$ cat config.mk
export PLATFORM = sky130hd
export DESIGN_NAME = rro_fifo
export DESIGN_NICKNAME = d
export VERILOG_FILES = /design/src/hdl/rro_pkg.sv /design/src/hdl/rro_fifo.sv
export SDC_FILE = /design/constraint.sdc
export NUM_CORES = 1
export LEC_CHECK = 0
export BUFFER_PORTS_ARGS = -buffer_cell sky130_fd_sc_hd__clkbuf_2
export CAP_MARGIN = 20
export CORE_MARGIN = 5
export CORE_UTILIZATION = 55
export CTS_BUF_LIST = sky130_fd_sc_hd__clkbuf_8
export CTS_CLUSTER_SIZE = 16
export DETAILED_ROUTE_END_ITERATION = 7
export GPL_ROUTABILITY_DRIVEN = 1
export PLACE_DENSITY = 0.88
export SLEW_MARGIN = 20
export SYNTH_ARGS = -nofsm -noshare
export SYNTH_HDL_FRONTEND = slang
export SYNTH_SLANG_ARGS = --single-unit
$ cat constraint.sdc
create_clock -name clock -period 13.75 [get_ports clock]
set_clock_uncertainty 0.15 [all_clocks]
set_input_delay 0.6875 -clock clock [delete_from_list [all_inputs] [get_ports clock]]
set_output_delay 0.6875 -clock clock [all_outputs]
set_load 0.1 [all_outputs]
$ cat src/hdl/rro_pkg.sv
// Package for the rotated rectangle overlap block: widths, item types,
// CORDIC arctangent table. No dependencies.
package rro_pkg;

   localparam int CoordW      = 24;
   localparam int AngleW      = 16;
   localparam int CordicSteps = 16;
   localparam int CordicW     = 34;   // Q30 plus growth and sign
   localparam int TrigW       = 18;   // Q16 sine/cosine, signed
   localparam int DiffW       = 25;
   localparam int ProdW       = 43;   // 25 x 18 signed product
   localparam int SumW        = 48;
   localparam int FifoDepth   = 4;
   localparam int FifoAw      = 2;
   localparam int FifoCw      = 3;
   localparam int BackLat     = CordicSteps + 1;   // CORDIC pipe depth
   localparam int ResDepth    = 32;   // result ring entries, also the credits
   localparam int ResAw       = 5;
   localparam int CredW       = 6;

   typedef struct packed {
      logic signed [CoordW-1:0] ax;
      logic signed [CoordW-1:0] ay;
      logic [CoordW-1:0]        wa;
      logic [CoordW-1:0]        ha;
      logic [AngleW-1:0]        ta;
      logic signed [CoordW-1:0] bx;
      logic signed [CoordW-1:0] by;
      logic [CoordW-1:0]        wb;
      logic [CoordW-1:0]        hb;
      logic [AngleW-1:0]        tb;
   } item_type;

   // front -> back: differences, sizes and angles
   typedef struct packed {
      logic signed [DiffW-1:0] dx;
      logic signed [DiffW-1:0] dy;
      logic [CoordW-1:0]       wa;
      logic [CoordW-1:0]       ha;
      logic [CoordW-1:0]       wb;
      logic [CoordW-1:0]       hb;
      logic [AngleW-1:0]       ta;
      logic [AngleW-1:0]       tb;
      logic [AngleW-1:0]       td;
   } work_type;

   function automatic logic [31:0] atan_turns(input int i);
      logic [31:0] t;
      case (i)
         0: t = 32'h20000000;  1: t = 32'h12E4051E;  2: t = 32'h09FB385B;
         3: t = 32'h051111D4;  4: t = 32'h028B0D43;  5: t = 32'h0145D7E1;
         6: t = 32'h00A2F61E;  7: t = 32'h00517C55;  8: t = 32'h0028BE53;
         9: t = 32'h00145F2F; 10: t = 32'h000A2F98; 11: t = 32'h000517CC;
         12: t = 32'h00028BE6; 13: t = 32'h000145F3; 14: t = 32'h0000A2FA;
         15: t = 32'h0000517D;
         default: t = 32'h0;
      endcase
      return t;
   endfunction

endpackage

$ cat src/hdl/rro_fifo.sv
// Small queue between front and back.
// Depends on rro_pkg.
module rro_fifo import rro_pkg::*; (
   input  logic                     clock,
   input  logic                     reset,
   input  logic                     push,
   input  logic [$bits(work_type):0] push_data,
   input  logic                     pop,
   output logic                     empty,
   output logic [FifoCw-1:0]        count,
   output logic [$bits(work_type):0] pop_data
);
   logic [$bits(work_type):0] mem_ff [FifoDepth];
   logic [FifoAw-1:0] wr_ff, rd_ff;
   logic [FifoCw-1:0] cnt_ff;
   logic do_pop;

   assign empty    = (cnt_ff == '0);
   assign do_pop   = pop && !empty;
   assign count    = cnt_ff;
   assign pop_data = mem_ff[rd_ff];

   always_ff @(posedge clock) begin
      if (reset) begin
         wr_ff  <= '0;
         rd_ff  <= '0;
         cnt_ff <= '0;
      end else begin
         if (push) wr_ff <= wr_ff + 1'b1;
         if (do_pop) rd_ff <= rd_ff + 1'b1;
         cnt_ff <= cnt_ff + FifoCw'(push) - FifoCw'(do_pop);
      end
      if (push) mem_ff[wr_ff] <= push_data;
   end
endmodule

==> flow_metrics.env <==
export IMPL_fin_crit_sh_pct=32.1
export IMPL_rr_startpoint="wr_ff[0]$_SDFFE_PP0P_"
export IMPL_worstPathArrival_ns=3.57
export IMPL_track_usage_pct=22.3
export IMPL_root_buffer="clkbuf_8"
export IMPL_wl_met3_um=6240
export IMPL_crit_slowest_cell="dfxtp_4"
export IMPL_critical_path_max_stage_delay_ns=1.00
export IMPL_synth_top_family_by_area="multiplexers"
export IMPL_drt_met1_wl_um=21700
export IMPL_cts_resized=0
export IMPL_synth_cell_types=19
export IMPL_drv_slew=0
export IMPL_rrSetupSlack_ns=10.52
export IMPL_cts_tree="yes"
export IMPL_mostFrequentLayoutCells="edfxtp_1, clkbuf_2, mux4_2"
export IMPL_synth_adder_area_share_pct=0.332
export IMPL_wl_per_cell_um=26.2
export IMPL_crit_type="register to output port"
export IMPL_nets=1844
export IMPL_critPathBufInv=2
export IMPL_relSlewSlack_pct=32.1
export IMPL_io_buffer_count=397
export IMPL_drive_gt1_share_pct=43.7
export IMPL_cp_end_kind="output port"
export IMPL_netlist_area_um2=28600
export IMPL_path_clk_slew_ns=0.07
export IMPL_worstSetupStartpointType="register"
export IMPL_syn_num_nets=1269
export IMPL_worst_r2r_endpoint="mem_ff[0][107]$_DFFE_PP_"
export IMPL_cts_buffer_depth=3
export IMPL_drtIter0Drc=1208
export IMPL_synth_mux_area_share_pct=15.5
export IMPL_grt_pass1_wl_um=94200
export IMPL_coreArea_um2=51400
export IMPL_cts_sinks=789
export IMPL_cpLargestDelayFamily="buffers and inverters"
export IMPL_die_area_um2=56700
export IMPL_synthSimpleGateAreaFrac_pct=0.249
export IMPL_timing_final_ws_setup_ns=9.34
export IMPL_synth_compound_area_share_pct=0.0612
export IMPL_antenna_found_initial=2
export IMPL_synth_xor_area_share_pct=0.109
export IMPL_start_util_pct=55.6
export IMPL_hold_path_class="input port to register"
export IMPL_yosys_register_bits=789
export IMPL_die_h_um=238
export IMPL_hold_path_startpoint="push_data[18]"
export IMPL_fmax_mhz=227
export IMPL_remaining_drc_errors=0
export IMPL_crit_chain="buf_4 > mux4_2 > clkbuf_2"
export IMPL_post_place_ws_ns=9.93
export IMPL_worst_pin_slew_ns=1.02
export IMPL_hold_end="mem_ff[0][18]$_DFFE_PP_"
export IMPL_cts_buffers=114
export IMPL_num_rows=83
export IMPL_dr_pass1_iters=4
export IMPL_setup_viol_count_final=0
export IMPL_power_density_nw_per_um2=200
export IMPL_p_leak_nw=11.8
export IMPL_cp_required_ns=12.91
export IMPL_vdd_drop_max_v=0.000236
export IMPL_postCtsSetupBuffers=0
export IMPL_worstHoldPathCells=1
export IMPL_final_hold_viol_count=0
export IMPL_yosysWarnings=0
export IMPL_vias=13800
export IMPL_wl_met2_um=33800
export IMPL_yosysSeqAreaShare_pct=82.5
export IMPL_gp_congestion=0.764
export IMPL_critPathMaxFanout=67
export IMPL_finalWirelength_um=63100
export IMPL_worst_r2r_path_depth=5
export IMPL_synth_cells=1063
export IMPL_area_growth_synth_to_final_pct=19.8
export IMPL_highest_layer="met4"
export IMPL_fin_tns_setup_ns=0
export IMPL_grt_overflow=0
export IMPL_min_period_ns=4.41
export IMPL_hpwl_um=35300
export IMPL_fp_dieW_um=238
export IMPL_clk_latency_ns=0.68
export IMPL_ios=398
export IMPL_outcome="finished clean"
export IMPL_avgSynthCellArea_um2=26.9
export IMPL_grt_max_degree=106
export IMPL_via_per_inst=5.73
export IMPL_rsz0062_at_grt="no"
export IMPL_grt_pass1_vias=14900
export IMPL_antenna_left=0
export IMPL_drv_cap=0
export IMPL_htreeDepth=3
export IMPL_final_common_cell="edfxtp_1"
-- power breakdown --
group | switching (W) | internal (W) | total, W
Clock | 0.000853 | 0.000852 | 0.00170
Combinational | 0.00182 | 0.000480 | 0.00230
Sequential | 0.0000719 | 0.00277 | 0.00284
Total | 0.00274 | 0.00410 | 0.00685
-- metrics by stage --
stage | instance area (um2) | total power [W] | utilization [%] | std cells | hold WS (ns)
floorplan | 28600 | 0.00485 | - | 1063 | 0.364
global placement | 31300 | 0.00514 | 60.8 | 2111 | 0.380
detailed placement | 31300 | 0.00517 | 60.8 | 2111 | 0.427
CTS | 34300 | 0.00688 | 66.6 | 2409 | 0.000241
global route | 34300 | 0.00709 | 66.6 | 2410 | 0.0136
finish | 34300 | 0.00685 | 66.6 | 2411 | 0.0685
-- routing by layer --
layer  up-vias  track usage, %
met2       779            38.5
met5         -               0
li1       5792               -
met4         0            6.75
met1      7151            28.1
met3        96            6.16
-- worst max-delay path by stage --
stage | start | end | slack (ns) | cells after the start
2_1_floorplan | push | mem_ff[0][0]$_DFFE_PP_ | 7.91 | 1
3_3_place_gp | register | pop_data[145] | 9.93 | 3
3_5_place_dp | register | pop_data[167] | 9.93 | 3
4_1_cts | register | pop_data[167] | 9.16 | 3
5_1_grt | register | pop_data[84] | 9.07 | 3
6_report | register | pop_data[84] | 9.34 | 3
-- synth_stat cells --
cell type / instances / share of area [%]
o31a_1: 1 / 0.031
buf_6: 18 / 0.71
buf_2: 21 / 0.37
fa_1: 1 / 0.070
nor3_1: 1 / 0.017
mux4_2: 195 / 15
and2_1: 4 / 0.087
o311ai_0: 1 / 0.031
nor2b_1: 3 / 0.066
clkbuf_1: 6 / 0.079
mux2_2: 3 / 0.12
inv_1: 5 / 0.066
xnor2_1: 1 / 0.031
dfxtp_1: 9 / 0.63
ha_1: 6 / 0.26
xnor3_1: 1 / 0.079
nor2_1: 6 / 0.079
edfxtp_1: 780 / 82
mux2i_1: 1 / 0.035
-- cell type report --
cell class | instances | area (um2)
antenna | 2 | 5.00
clock buffer | 118 | 1620
clock inverter | 89 | 458
fill | 3042 | 17100
inverter | 5 | 18.8
multi-input combinational | 224 | 4660
sequential | 789 | 23600
tap | 680 | 851
timing repair buffer | 504 | 3030
-- cells by family after synthesis --
| kind of cell | Yosys count |
|---|---|
| adders and majority gates | 7 |
| AOI/OAI and AO/OA | 2 |
| and+or+nand+nor | 14 |
| DFF | 789 |
| buffers and inverters | 50 |
| muxes | 199 |
| xor gates and xnor gates | 2 |
-- state kept, by name, indices dropped and copies added (netlist names), named ones only --
name    cells
mem_ff    780
count       3
rd_ff       2
wr_ff       2
-- timing repair --
| item | 4_1_cts | 5_1_grt |
|---|---|---|
| hold endpoints to repair | 308 | 0 |
| hold buffers | 91 | 0 |
| setup endpoints to repair | 0 | 0 |
Power figures use the tool's default switching activity.
