### src/hdl/rro_pkg.sv
// Package for the rotated rectangle overlap block: widths, item types,
// CORDIC arctangent table. No dependencies.
package rro_pkg;

   localparam int CoordW      = 24;
   localparam int AngleW      = 16;
   localparam int CordicSteps = 16;
   localparam int CordicW     = 34;   // Q30 plus growth and sign
   localparam int TrigW       = 18;   // Q16 sine/cosine, signed
   localparam int DiffW       = 25;
   localparam int ProdW       = 43;   // 25 x 18 signed product
   localparam int SumW        = 48;
   localparam int FifoDepth   = 4;
   localparam int FifoAw      = 2;
   localparam int FifoCw      = 3;
   localparam int BackLat     = CordicSteps + 1;   // CORDIC pipe depth
   localparam int ResDepth    = 32;   // result ring entries, also the credits
   localparam int ResAw       = 5;
   localparam int CredW       = 6;

   typedef struct packed {
      logic signed [CoordW-1:0] ax;
      logic signed [CoordW-1:0] ay;
      logic [CoordW-1:0]        wa;
      logic [CoordW-1:0]        ha;
      logic [AngleW-1:0]        ta;
      logic signed [CoordW-1:0] bx;
      logic signed [CoordW-1:0] by;
      logic [CoordW-1:0]        wb;
      logic [CoordW-1:0]        hb;
      logic [AngleW-1:0]        tb;
   } item_type;

   // front -> back: differences, sizes and angles
   typedef struct packed {
      logic signed [DiffW-1:0] dx;
      logic signed [DiffW-1:0] dy;
      logic [CoordW-1:0]       wa;
      logic [CoordW-1:0]       ha;
      logic [CoordW-1:0]       wb;
      logic [CoordW-1:0]       hb;
      logic [AngleW-1:0]       ta;
      logic [AngleW-1:0]       tb;
      logic [AngleW-1:0]       td;
   } work_type;

   function automatic logic [31:0] atan_turns(input int i);
      logic [31:0] t;
      case (i)
         0: t = 32'h20000000;  1: t = 32'h12E4051E;  2: t = 32'h09FB385B;
         3: t = 32'h051111D4;  4: t = 32'h028B0D43;  5: t = 32'h0145D7E1;
         6: t = 32'h00A2F61E;  7: t = 32'h00517C55;  8: t = 32'h0028BE53;
         9: t = 32'h00145F2F; 10: t = 32'h000A2F98; 11: t = 32'h000517CC;
         12: t = 32'h00028BE6; 13: t = 32'h000145F3; 14: t = 32'h0000A2FA;
         15: t = 32'h0000517D;
         default: t = 32'h0;
      endcase
      return t;
   endfunction

endpackage

### src/hdl/rro_front.sv
// Front end: registers the item beat, forms centre difference and angle delta.
// Depends on rro_pkg.
module rro_front import rro_pkg::*; (
   input  logic     clock,
   input  logic     reset,
   input  logic     in_valid,
   input  item_type in_item,
   output logic     out_valid,
   output work_type out_work
);
   logic     valid_ff;
   work_type work_ff, work_in;

   always_comb begin
      work_in.dx = DiffW'(in_item.bx) - DiffW'(in_item.ax);
      work_in.dy = DiffW'(in_item.by) - DiffW'(in_item.ay);
      work_in.wa = in_item.wa;
      work_in.ha = in_item.ha;
      work_in.wb = in_item.wb;
      work_in.hb = in_item.hb;
      work_in.ta = in_item.ta;
      work_in.tb = in_item.tb;
      work_in.td = in_item.tb - in_item.ta;
   end

   always_ff @(posedge clock) begin
      if (reset) begin
         valid_ff <= 1'b0;
      end else begin
         valid_ff <= in_valid;
      end
      work_ff <= work_in;
   end

   assign out_valid = valid_ff;
   assign out_work  = work_ff;
endmodule

### config.mk
export PLATFORM = sky130hd
export DESIGN_NAME = rro_front
export DESIGN_NICKNAME = d
export VERILOG_FILES = /design/src/hdl/rro_pkg.sv /design/src/hdl/rro_front.sv
export SDC_FILE = /design/constraint.sdc
export NUM_CORES = 1
export LEC_CHECK = 0
export ABC_CLOCK_PERIOD_IN_PS = 2300
export BUFFER_PORTS_ARGS = -buffer_cell sky130_fd_sc_hd__buf_2
export CELL_PAD_IN_SITES_DETAIL_PLACEMENT = 2
export CELL_PAD_IN_SITES_GLOBAL_PLACEMENT = 2
export CORE_MARGIN = 4
export CORE_UTILIZATION = 25
export CTS_CLUSTER_DIAMETER = 100
export DETAILED_ROUTE_END_ITERATION = 10
export GPL_TIMING_DRIVEN = 0
export PLACE_DENSITY = 0.89
export SLEW_MARGIN = 10
export SYNTH_ARGS = -nofsm -noshare
export SYNTH_HDL_FRONTEND = slang
export SYNTH_SLANG_ARGS = --single-unit
export TNS_END_PERCENT = 50
### constraint.sdc
create_clock -name clock -period 2.3 [get_ports clock]
set_input_delay 0.115 -clock clock [delete_from_list [all_inputs] [get_ports clock]]
set_output_delay 0.115 -clock clock [all_outputs]
set_load 0.03 [all_outputs]
==> results of run 1 <==
[layout make-up]
type                            count  area share
Clock inverter                     11      0.0116
Multi-Input combinational cell    443       0.272
Tap cell                          390      0.0403
Sequential cell                   195       0.323
Antenna cell                        6     0.00124
Timing Repair Buffer              557       0.286
Inverter                           87      0.0270
Clock buffer                       20      0.0369
Buffer                              8     0.00259
[layer usage]
metal,GRT usage,vias up,wire length [um]
met5,0,-,13
met4,0.123,2,2100
met3,0.0558,113,2140
met2,0.469,338,22700
met1,0.258,3967,15600
li1,-,3651,-
[through the flow]
stage                     instances  setup TNS, ns   util
after floorplan                 734              0      -
after global placement         1545          -1.61  0.340
after detailed placement       1545          -2.88  0.340
after CTS                      1709              0  0.405
after global routing           1717         -0.195  0.408
final                          1717         -0.125  0.408
[cells in the final DEF, fill, tap and decap left out, types with 9 or more instances in the layout]
master / count
a21o_1: 17
a21oi_1: 55
and3_1: 9
buf_2: 422
clkbuf_16: 17
dfxtp_1: 195
dlygate4sd3_1: 134
ha_1: 62
inv_1: 87
nand2_1: 34
nand2b_1: 15
nand3_1: 20
nor2_1: 40
nor2b_1: 10
o21a_1: 10
o21ai_0: 26
xnor2_1: 33
xor2_1: 17
[how the worst min path moves through the flow]
| stage | cells past startpoint | from | end |
|---|---|---|---|
| after global routing | 3 | in_item[201] | out_work[170]$_DFF_P_ |
| after detailed placement | 1 | in_item[158] | out_work[126]$_DFF_P_ |
| after floorplan | 0 | in_item[132] | out_work[100]$_DFF_P_ |
| final | 3 | in_item[201] | out_work[170]$_DFF_P_ |
| after global placement | 1 | in_item[154] | out_work[122]$_DFF_P_ |
| after CTS | 3 | in_item[200] | out_work[169]$_DFF_P_ |
[repair_timing]
item / in CTS / in global routing
pin swaps: 0 / 2
hold buffers: 133 / 1
gates resized for setup: 1 / 13
cloned: 0 / 0
setup buffers: 0 / 2
endpoints found under the setup margin: 2 / 13
endpoints found under the hold margin: 134 / 1
[report_power, final]
group	internal, uW	total, uW	switching (uW)
logic	997	2890	1890
registers	3750	3900	154
clock network	1660	3170	1500
total	6410	9960	3550
[logic make-up (layout without fill, tap and decap cells)]
kind of cell | Yosys count | after routing | synth area share
flip-flops | 195 | 195 | 0.521
AO/OA/AOI/OAI | 168 | 168 | 0.150
AND/OR/NAND/NOR | 157 | 157 | 0.106
buffers and inverters | 96 | 683 | 0.0483
adder cells (fa/ha/maj) | 66 | 66 | 0.113
XOR/XNOR | 51 | 51 | 0.0596
multiplexers | 1 | 1 | 0.00134
other | 0 | 6 | 0
[state kept, by name (all words and copies together) (netlist names)]
| register | cells |
|---|---|
| out_work | 194 |
| out_valid | 1 |
[critical path, stage by stage]
cell           delay (ns)
dlygate4sd3_1        0.55
buf_2                0.16
inv_1                0.08
ha_1                 0.29
nor2b_1              0.15
o21a_1               0.23
o21ai_4              0.21
nand2_1              0.08
a41o_1               0.31
o41a_1               0.37
xor2_2               0.17
==> metrics.txt, run 1 <==
# TYPE chip_impl_metric gauge
chip_impl_info{name="status",value="complete, but fails checks"} 1
chip_impl_info{name="failed_checks",value="setup timing"} 1
chip_impl_metric{name="pre_cts_slack",unit="ns"} -0.572
chip_impl_metric{name="routedWlPerCell",unit="um"} 24.8
chip_impl_metric{name="drt_first_pass_iters",unit=""} 5
chip_impl_metric{name="area_of_combinational_cells_with_multiple_inputs",unit="mm^2"} 0.00329
chip_impl_info{name="netlist_top_cells_count",value="dfxtp_1, inv_1, ha_1"} 1
chip_impl_info{name="synthFlopType",value="dfxtp_1"} 1
chip_impl_info{name="cts_tree",value="done"} 1
chip_impl_metric{name="mappedNetlistNets",unit=""} 1027
chip_impl_metric{name="drv_slew",unit=""} 0
chip_impl_metric{name="pin_count_of_the_biggest_net_entering_global_routing",unit=""} 18
chip_impl_metric{name="layout_min_cycle_time",unit="ns"} 2.39
chip_impl_metric{name="path_clk_slew",unit="ns"} 0.08
chip_impl_metric{name="initial_antenna_violation_count",unit=""} 7
chip_impl_metric{name="clock_tree.buffer_depth",unit=""} 2
chip_impl_metric{name="regArea",unit="mm^2"} 0.00390
chip_impl_metric{name="timing.max_slew.rel_slack",unit=""} 0.656
chip_impl_metric{name="share_of_flip_flops_with_an_asynchronous_set_or_reset_after_synthesis",unit=""} 0
chip_impl_metric{name="globalRouteOverflowTotal",unit=""} 0
chip_impl_metric{name="vias",unit=""} 8071
chip_impl_metric{name="yosys_top_cell_area_share",unit=""} 0.521
chip_impl_metric{name="finalHoldViolations",unit=""} 0
chip_impl_metric{name="ys_seq_area_frac",unit=""} 0.521
chip_impl_metric{name="vias_per_cell",unit=""} 4.70
chip_impl_metric{name="power.density",unit="mW/mm^2"} 823
chip_impl_metric{name="routabilityCongestion",unit=""} 0.840
chip_impl_metric{name="hold_slack",unit="ns"} 0.0408
chip_impl_metric{name="grt_pass1_wl",unit="um"} 62100
chip_impl_metric{name="postPlaceCellArea",unit="mm^2"} 0.0101
chip_impl_metric{name="yosys_warnings",unit=""} 0
chip_impl_metric{name="synth-seq-cells",unit=""} 195
chip_impl_metric{name="crit_required",unit="ns"} 2.62
chip_impl_metric{name="area.growth.synth_to_final",unit="%"} 61.5
chip_impl_metric{name="die_area",unit="mm^2"} 0.0328
chip_impl_info{name="crit_path_end_kind",value="register"} 1
chip_impl_metric{name="max_cap_viol_count",unit=""} 0
chip_impl_metric{name="placeableCoreArea",unit="mm^2"} 0.0296
chip_impl_metric{name="detailed_place_hpwl",unit="um"} 26600
chip_impl_info{name="setup.worst_path.start_class",value="primary input"} 1
chip_impl_metric{name="power.leakage",unit="uW"} 0.00608
chip_impl_metric{name="grt_usage",unit=""} 0.249
chip_impl_metric{name="cp.arrival",unit="ns"} 2.70
chip_impl_metric{name="finalSetupViolCount",unit=""} 2
chip_impl_metric{name="die_height",unit="um"} 181
chip_impl_info{name="root_buffer",value="clkbuf_16"} 1
chip_impl_metric{name="ioPinCount",unit=""} 422
chip_impl_metric{name="path_max_fanout",unit=""} 3
chip_impl_metric{name="layout-drive-gt1-share",unit=""} 0.363
chip_impl_metric{name="synth_enable_flop_cells",unit=""} 0
chip_impl_metric{name="final_cell_area",unit="mm^2"} 0.0121
chip_impl_metric{name="setup_slack",unit="ns"} -0.0878
chip_impl_metric{name="number_of_global_route_vias_before_repair",unit=""} 9417
chip_impl_info{name="synth.largest_area_cell",value="dfxtp_1"} 1
chip_impl_metric{name="fmax",unit="MHz"} 419
chip_impl_metric{name="synth_cell_type_count",unit=""} 61
chip_impl_metric{name="nets",unit=""} 1602
chip_impl_metric{name="synthCells",unit=""} 734
chip_impl_metric{name="antenna_left",unit=""} 0
chip_impl_info{name="kind_of_path_behind_the_tightest_hold_check",value="primary input to register"} 1
chip_impl_metric{name="detail_route.iter0.violations",unit=""} 397
chip_impl_metric{name="initial_core_util",unit=""} 0.253
chip_impl_metric{name="number_of_fillers_in_the_final_layout",unit=""} 3269
chip_impl_metric{name="die_width",unit="um"} 181
chip_impl_metric{name="max-vdd-ir-drop",unit="mV"} 0.444
chip_impl_info{name="crit_end",value="out_work[13]$_DFF_P_"} 1
chip_impl_info{name="unrepaired_setup_endpoints_after_global_routing",value="yes"} 1
chip_impl_info{name="yosys.cell_count.top_type",value="dfxtp_1"} 1
chip_impl_metric{name="synth.cell_area",unit="mm^2"} 0.00749
chip_impl_metric{name="cts_htree_levels",unit=""} 4
chip_impl_metric{name="timing.final.crit_share",unit=""} 1.04
chip_impl_info{name="worstSetupStartpoint",value="in_item[113]"} 1
chip_impl_metric{name="drc",unit=""} 0
chip_impl_metric{name="numCtsBuffers",unit=""} 17
chip_impl_metric{name="synthesis.area_per_instance",unit="um^2"} 10.2
chip_impl_metric{name="power.total",unit="uW"} 9960
chip_impl_info{name="netlist_top_cells_area",value="dfxtp_1, ha_1, inv_1"} 1
chip_impl_metric{name="max_slew.worst_pin.slew",unit="ns"} 0.510
chip_impl_metric{name="cts.sink_count",unit=""} 195
chip_impl_metric{name="port_buffers",unit=""} 421
chip_impl_info{name="critical_path_type",value="primary input to register"} 1
chip_impl_metric{name="placement_rows",unit=""} 63
chip_impl_metric{name="wirelength",unit="um"} 42500
Power figures use the tool's default switching activity.
==> run 2: changes to the inputs <==
==> constraint.sdc (replaced) <==
create_clock -name clock -period 2.3 [get_ports clock]
set_input_delay 0.46 -clock clock [delete_from_list [all_inputs] [get_ports clock]]
set_output_delay 0.46 -clock clock [all_outputs]
set_load 0.03 [all_outputs]
==> run 2 against run 1 <==
  * Worst hold slack gained 0.054 ns
  * The flow now finishes without violations
  * Sequential share of layout area up 3.8 points
  * Power is 2.7% lower
  * Non-clock buffer count decreased by 133
  * Final cell count shrank 7.8%
  * Largest power group unchanged
==> metrics.txt, run 2 (synthesis results as in run 1) <==
# TYPE chip_impl_metric gauge
chip_impl_info{name="status",value="completed"} 1
chip_impl_metric{name="max_cap_viol_count",unit=""} 0
chip_impl_metric{name="grt_usage",unit=""} 0.193
chip_impl_metric{name="wirelength",unit="um"} 32900
chip_impl_metric{name="p_comb_frac",unit=""} 0.265
chip_impl_metric{name="layout_min_cycle_time",unit="ns"} 2.23
chip_impl_metric{name="power.total",unit="uW"} 9690
chip_impl_metric{name="layout-drive-gt1-share",unit=""} 0.408
chip_impl_metric{name="initial_antenna_violation_count",unit=""} 4
chip_impl_metric{name="number_of_global_route_vias_before_repair",unit=""} 8033
chip_impl_info{name="most_frequent_standard_cell_in_the_layout_excluding_fill_and_tap_cells",value="buf_2"} 1
chip_impl_metric{name="globalRouteOverflowTotal",unit=""} 0
chip_impl_metric{name="crit_required",unit="ns"} 2.65
chip_impl_metric{name="finalNonFillerCells",unit=""} 1583
chip_impl_metric{name="pin_count_of_the_biggest_net_entering_global_routing",unit=""} 22
chip_impl_info{name="most-common-layout-cells",value="buf_2, dfxtp_1, inv_1"} 1
chip_impl_info{name="cts_tree",value="done"} 1
chip_impl_metric{name="nets",unit=""} 1469
chip_impl_metric{name="clock_power_share",unit=""} 0.336
chip_impl_metric{name="max-vdd-ir-drop",unit="mV"} 0.479
chip_impl_metric{name="final_core_util",unit=""} 0.365
chip_impl_metric{name="antenna_left",unit=""} 0
chip_impl_metric{name="vias",unit=""} 7075
chip_impl_metric{name="vias_per_cell",unit=""} 4.47
chip_impl_metric{name="number_of_fillers_in_the_final_layout",unit=""} 3314
chip_impl_metric{name="die_area",unit="mm^2"} 0.0328
chip_impl_metric{name="hold_slack",unit="ns"} 0.0952
chip_impl_metric{name="detailed_place_hpwl",unit="um"} 26100
chip_impl_metric{name="finalHoldViolations",unit=""} 0
chip_impl_metric{name="timing.final.crit_share",unit=""} 0.972
chip_impl_metric{name="finalSetupViolCount",unit=""} 0
chip_impl_metric{name="clock_tree.buffer_depth",unit=""} 2
chip_impl_metric{name="power.leakage",unit="uW"} 0.00553
chip_impl_metric{name="placeableCoreArea",unit="mm^2"} 0.0296
chip_impl_metric{name="port_buffers",unit=""} 421
chip_impl_metric{name="detail_route.iter0.violations",unit=""} 306
chip_impl_metric{name="die_width",unit="um"} 181
chip_impl_metric{name="initial_core_util",unit=""} 0.253
chip_impl_info{name="crit_path_end_kind",value="register"} 1
chip_impl_metric{name="path_clk_slew",unit="ns"} 0.09
chip_impl_metric{name="largest_register_ffs",unit=""} 194
chip_impl_metric{name="cts_htree_levels",unit=""} 4
chip_impl_metric{name="final_cell_area",unit="mm^2"} 0.0108
chip_impl_metric{name="drt_first_pass_iters",unit=""} 4
chip_impl_metric{name="routedWlPerCell",unit="um"} 20.8
chip_impl_info{name="critical_path_type",value="primary input to register"} 1
chip_impl_metric{name="place.detailed.instances",unit=""} 1545
chip_impl_metric{name="timing.max_slew.rel_slack",unit=""} 0.684
chip_impl_metric{name="area.growth.synth_to_final",unit="%"} 44.4
chip_impl_metric{name="die_height",unit="um"} 181
chip_impl_metric{name="ioPinCount",unit=""} 422
chip_impl_metric{name="fmax",unit="MHz"} 447
chip_impl_metric{name="drc",unit=""} 0
chip_impl_metric{name="max_slew.worst_pin.slew",unit="ns"} 0.470
chip_impl_metric{name="placement_rows",unit=""} 63
chip_impl_metric{name="cts.sink_count",unit=""} 195
chip_impl_metric{name="cp.arrival",unit="ns"} 2.58
chip_impl_metric{name="routabilityCongestion",unit=""} 0.816
chip_impl_metric{name="path_max_fanout",unit=""} 4
chip_impl_metric{name="pwr-share-seq",unit=""} 0.399
chip_impl_metric{name="switching_share",unit=""} 0.362
chip_impl_metric{name="power.density",unit="mW/mm^2"} 896
chip_impl_metric{name="drv_slew",unit=""} 0
chip_impl_metric{name="postPlaceCellArea",unit="mm^2"} 0.0101
chip_impl_metric{name="intPower",unit="uW"} 6180
chip_impl_info{name="root_buffer",value="clkbuf_16"} 1
chip_impl_metric{name="numCtsBuffers",unit=""} 17
chip_impl_info{name="kind_of_path_behind_the_tightest_hold_check",value="primary input to register"} 1
chip_impl_info{name="setup.worst_path.start_class",value="primary input"} 1
chip_impl_metric{name="p_switching",unit="uW"} 3510
chip_impl_metric{name="grt_pass1_wl",unit="um"} 48700
run 2: critical path, stage by stage:
cell and delay (ns):
buf_2 0.08, inv_1 0.03, ha_1 0.23, fa_1 0.40, nand2b_1 0.19, a21oi_1 0.29, o21ai_2 0.15, a21oi_2 0.21
buf_4 0.16, o41ai_4 0.11, nor2_1 0.18, o22ai_1 0.09
run 2: per-layer routing:
| layer | GRT usage | vias up | part of all wire |
|---|---|---|---|
| met4 | 0.0615 | 0 | 0.021 |
| met5 | 0 | - | 0 |
| met1 | 0.210 | 3411 | 0.38 |
| li1 | - | 3387 | - |
| met3 | 0.0463 | 35 | 0.051 |
| met2 | 0.365 | 242 | 0.55 |
run 2: worst paths after layout:
check                        from                     to  slack, ns  cells past startpoint
worst min-delay path  in_item[43]   out_work[75]$_DFF_P_        0.1                      1
worst max-delay path  in_item[64]  out_work[168]$_DFF_P_       0.07                     12
run 2: power by group through the flow:
stage | logic (uW) | clock network (uW) | registers, uW
floorplan | 820 | 0 | 4680
global placement | 2420 | 0 | 3910
detailed placement | 2520 | 0 | 3940
CTS | 2560 | 3360 | 3870
global route | 2740 | 3510 | 3900
finish | 2570 | 3250 | 3860
run 2: layout make-up:
cell class / count / area [um^2] / area share
antenna: 4 / 10.0 / 0.000925
sequential: 195 / 3900 / 0.361
multi-input combinational: 443 / 3300 / 0.305
clock inverter: 15 / 204 / 0.0189
tap: 390 / 488 / 0.0451
inverter: 87 / 327 / 0.0302
timing repair buffer: 423 / 2120 / 0.196
buffer: 9 / 35.0 / 0.00324
clock buffer: 17 / 425 / 0.0393
run 2: metrics by stage:
step | setup TNS [ns] | worst slack [ns]
after floorplan | -0.103 | -0.0921
after global placement | -7.82 | -0.685
after detailed placement | -10.25 | -0.729
after CTS | 0 | 0.0119
after global routing | -0.0171 | -0.0171
final | 0 | 0.0652
run 2: repair_timing:
action / 4_1_cts / 5_1_grt
gates resized for setup: 3 / 10
setup buffers: 1 / 1
hold buffers: 0 / 0
pin swaps: 3 / 3
endpoints found under the setup margin: 6 / 9
==> run 3: changes to the inputs <==
--- a/config.mk
+++ b/config.mk
@@ -9,6 +9,7 @@
 export BUFFER_PORTS_ARGS = -buffer_cell sky130_fd_sc_hd__buf_2
 export CELL_PAD_IN_SITES_DETAIL_PLACEMENT = 2
 export CELL_PAD_IN_SITES_GLOBAL_PLACEMENT = 2
+export CORE_ASPECT_RATIO = 1.1
 export CORE_MARGIN = 4
 export CORE_UTILIZATION = 25
 export CTS_CLUSTER_DIAMETER = 100
==> run 3 against run 2 <==
  * The run now ends with setup timing left
  * Power is 2.5% lower
  * Die area hardly changed
  * Critical path type unchanged
  * Final area is 0.46% higher
  * Utilization grew 0.26 points
==> metrics.txt, run 3 (synthesis results as in run 1) <==
# TYPE chip_impl_metric gauge
chip_impl_metric{name="layout_min_cycle_time",unit="ns"} 2.30
chip_impl_metric{name="initial_core_util",unit=""} 0.253
chip_impl_metric{name="setup_slack",unit="ns"} -0.00332
chip_impl_metric{name="detailed_place_hpwl",unit="um"} 25900
chip_impl_info{name="unrepaired_setup_endpoints_after_global_routing",value="yes"} 1
chip_impl_metric{name="numCtsBuffers",unit=""} 17
chip_impl_metric{name="cts_htree_levels",unit=""} 4
chip_impl_metric{name="placeableCoreArea",unit="mm^2"} 0.0296
chip_impl_metric{name="critical-path-max-stage-delay",unit="ns"} 0.38
chip_impl_metric{name="final_core_util",unit=""} 0.368
chip_impl_metric{name="cp.arrival",unit="ns"} 2.62
chip_impl_metric{name="nets",unit=""} 1474
chip_impl_info{name="setup.worst_path.start_class",value="primary input"} 1
chip_impl_metric{name="area.growth.synth_to_final",unit="%"} 45.1
chip_impl_metric{name="pin_count_of_the_biggest_net_entering_global_routing",unit=""} 21
chip_impl_info{name="critical_path_type",value="primary input to register"} 1
chip_impl_metric{name="critical_path.n_buffers_inverters",unit=""} 3
chip_impl_metric{name="grt_pass1_wl",unit="um"} 47400
chip_impl_info{name="timing.hold.worst.start",value="in_item[151]"} 1
chip_impl_metric{name="port_buffers",unit=""} 421
chip_impl_metric{name="cts.sink_count",unit=""} 195
chip_impl_metric{name="crit_required",unit="ns"} 2.62
chip_impl_info{name="cpLargestDelayFamily",value="compound AO/OA/AOI/OAI gates"} 1
chip_impl_metric{name="die_area",unit="mm^2"} 0.0328
chip_impl_metric{name="vias",unit=""} 7146
chip_impl_metric{name="postPlaceCellArea",unit="mm^2"} 0.0101
chip_impl_metric{name="die_width",unit="um"} 173
chip_impl_metric{name="timing.setup.tns",unit="ns"} -0.00332
chip_impl_metric{name="clock_tree.buffer_depth",unit=""} 2
chip_impl_metric{name="timing.final.crit_share",unit=""} 1.00
chip_impl_info{name="cts_tree",value="done"} 1
chip_impl_metric{name="final_cell_area",unit="mm^2"} 0.0109
chip_impl_metric{name="power.leakage",unit="uW"} 0.00556
chip_impl_metric{name="timing.max_slew.rel_slack",unit=""} 0.679
chip_impl_info{name="root_buffer",value="clkbuf_16"} 1
chip_impl_metric{name="die_height",unit="um"} 190
chip_impl_metric{name="routabilityCongestion",unit=""} 0.808
chip_impl_metric{name="drt_first_pass_iters",unit=""} 4
chip_impl_metric{name="max-vdd-ir-drop",unit="mV"} 0.547
chip_impl_metric{name="number_of_global_route_vias_before_repair",unit=""} 8181
chip_impl_metric{name="routedWlPerCell",unit="um"} 20.0
chip_impl_info{name="worstSetupStartpoint",value="in_item[88]"} 1
chip_impl_metric{name="max_cap_viol_count",unit=""} 0
chip_impl_metric{name="finalHoldViolations",unit=""} 0
chip_impl_metric{name="vias_per_cell",unit=""} 4.55
chip_impl_metric{name="placement_rows",unit=""} 66
chip_impl_metric{name="initial_antenna_violation_count",unit=""} 3
chip_impl_metric{name="wirelength",unit="um"} 31400
chip_impl_info{name="status",value="complete, but fails checks"} 1
chip_impl_metric{name="detail_route.iter0.violations",unit=""} 194
chip_impl_metric{name="drv_slew",unit=""} 0
chip_impl_info{name="failed_checks",value="setup timing"} 1
chip_impl_info{name="cp_slowest_cell",value="fa_2"} 1
chip_impl_metric{name="power.density",unit="mW/mm^2"} 869
chip_impl_info{name="crit_path_end_kind",value="register"} 1
chip_impl_metric{name="globalRouteOverflowTotal",unit=""} 0
chip_impl_metric{name="finalSetupViolCount",unit=""} 1
chip_impl_metric{name="path_max_fanout",unit=""} 3
chip_impl_metric{name="fmax",unit="MHz"} 434
chip_impl_metric{name="layout-drive-gt1-share",unit=""} 0.414
chip_impl_info{name="timing.critical_path.mode_cell",value="buf_6"} 1
chip_impl_info{name="most_frequent_standard_cell_in_the_layout_excluding_fill_and_tap_cells",value="buf_2"} 1
chip_impl_metric{name="drc",unit=""} 0
chip_impl_metric{name="ioPinCount",unit=""} 422
chip_impl_metric{name="path_clk_slew",unit="ns"} 0.08
chip_impl_metric{name="grt_usage",unit=""} 0.185
chip_impl_info{name="kind_of_path_behind_the_tightest_hold_check",value="primary input to register"} 1
chip_impl_metric{name="antenna_left",unit=""} 0
chip_impl_metric{name="largest_register_ffs",unit=""} 194
chip_impl_metric{name="max_slew.worst_pin.slew",unit="ns"} 0.476
chip_impl_info{name="critical_path.cell_chain",value="buf_6 > inv_4 > ha_4 > fa_2 > nor2b_4 > o2111ai_4 > a31oi_4 > buf_6 > o211ai_1 > a31oi_2 > nor2_1 > xnor2_1"} 1
chip_impl_info{name="most-common-layout-cells",value="buf_2, dfxtp_1, inv_1"} 1
==> run 3: final cells by class <==
| cell class | count | area [um^2] |
|---|---|---|
| Antenna cell | 2 | 5.00 |
| Buffer | 9 | 35.0 |
| Clock buffer | 18 | 429 |
| Clock inverter | 14 | 156 |
| Fill cell | 3324 | 18700 |
| Inverter | 87 | 329 |
| Multi-Input combinational cell | 443 | 3370 |
| Sequential cell | 195 | 3900 |
| Tap cell | 374 | 468 |
| Timing Repair Buffer | 428 | 2180 |
==> run 3: final timing paths <==
kind,end,slack [ns],cells after the start
hold / removal,out_work[119]$_DFF_P_,0.12,1
setup / recovery,out_work[189]$_DFF_P_,-0.003,12
==> run 3: repair_timing <==
item,4_1_cts,5_1_grt
buffers inserted,3,4
endpoints found under the setup margin,7,11
hold buffers,0,0
endpoints found under the hold margin,0,0
pin swaps,3,11
resized for setup,3,24
==> run 3: power by group <==
| group | switching, uW | internal [uW] |
|---|---|---|
| sequential | 109 | 3750 |
| combinational | 1720 | 859 |
| clock | 1540 | 1470 |
| total | 3370 | 6070 |
==> run 3: stage by stage <==
stage	power, uW	hold slack [ns]	instances	setup WS [ns]
2_1_floorplan	5500	0.488	734	-0.0921
3_3_place_gp	6330	0.562	1529	-0.675
3_5_place_dp	6450	0.564	1529	-0.725
4_1_cts	9530	0.0854	1564	-0.0242
5_1_grt	9950	0.0793	1569	-0.0716
6_report	9450	0.116	1570	-0.00332
==> run 3: metal layers <==
| metal | GRT usage | wire length, um | up-vias | part of all wire |
|---|---|---|---|---|
| met1 | 0.194 | 11800 | 3498 | 0.37 |
| met3 | 0.0419 | 1380 | 34 | 0.044 |
| met5 | 0 | 34 | - | 0.0011 |
| met2 | 0.369 | 17700 | 208 | 0.56 |
| met4 | 0.0479 | 574 | 4 | 0.018 |
| li1 | - | - | 3402 | - |
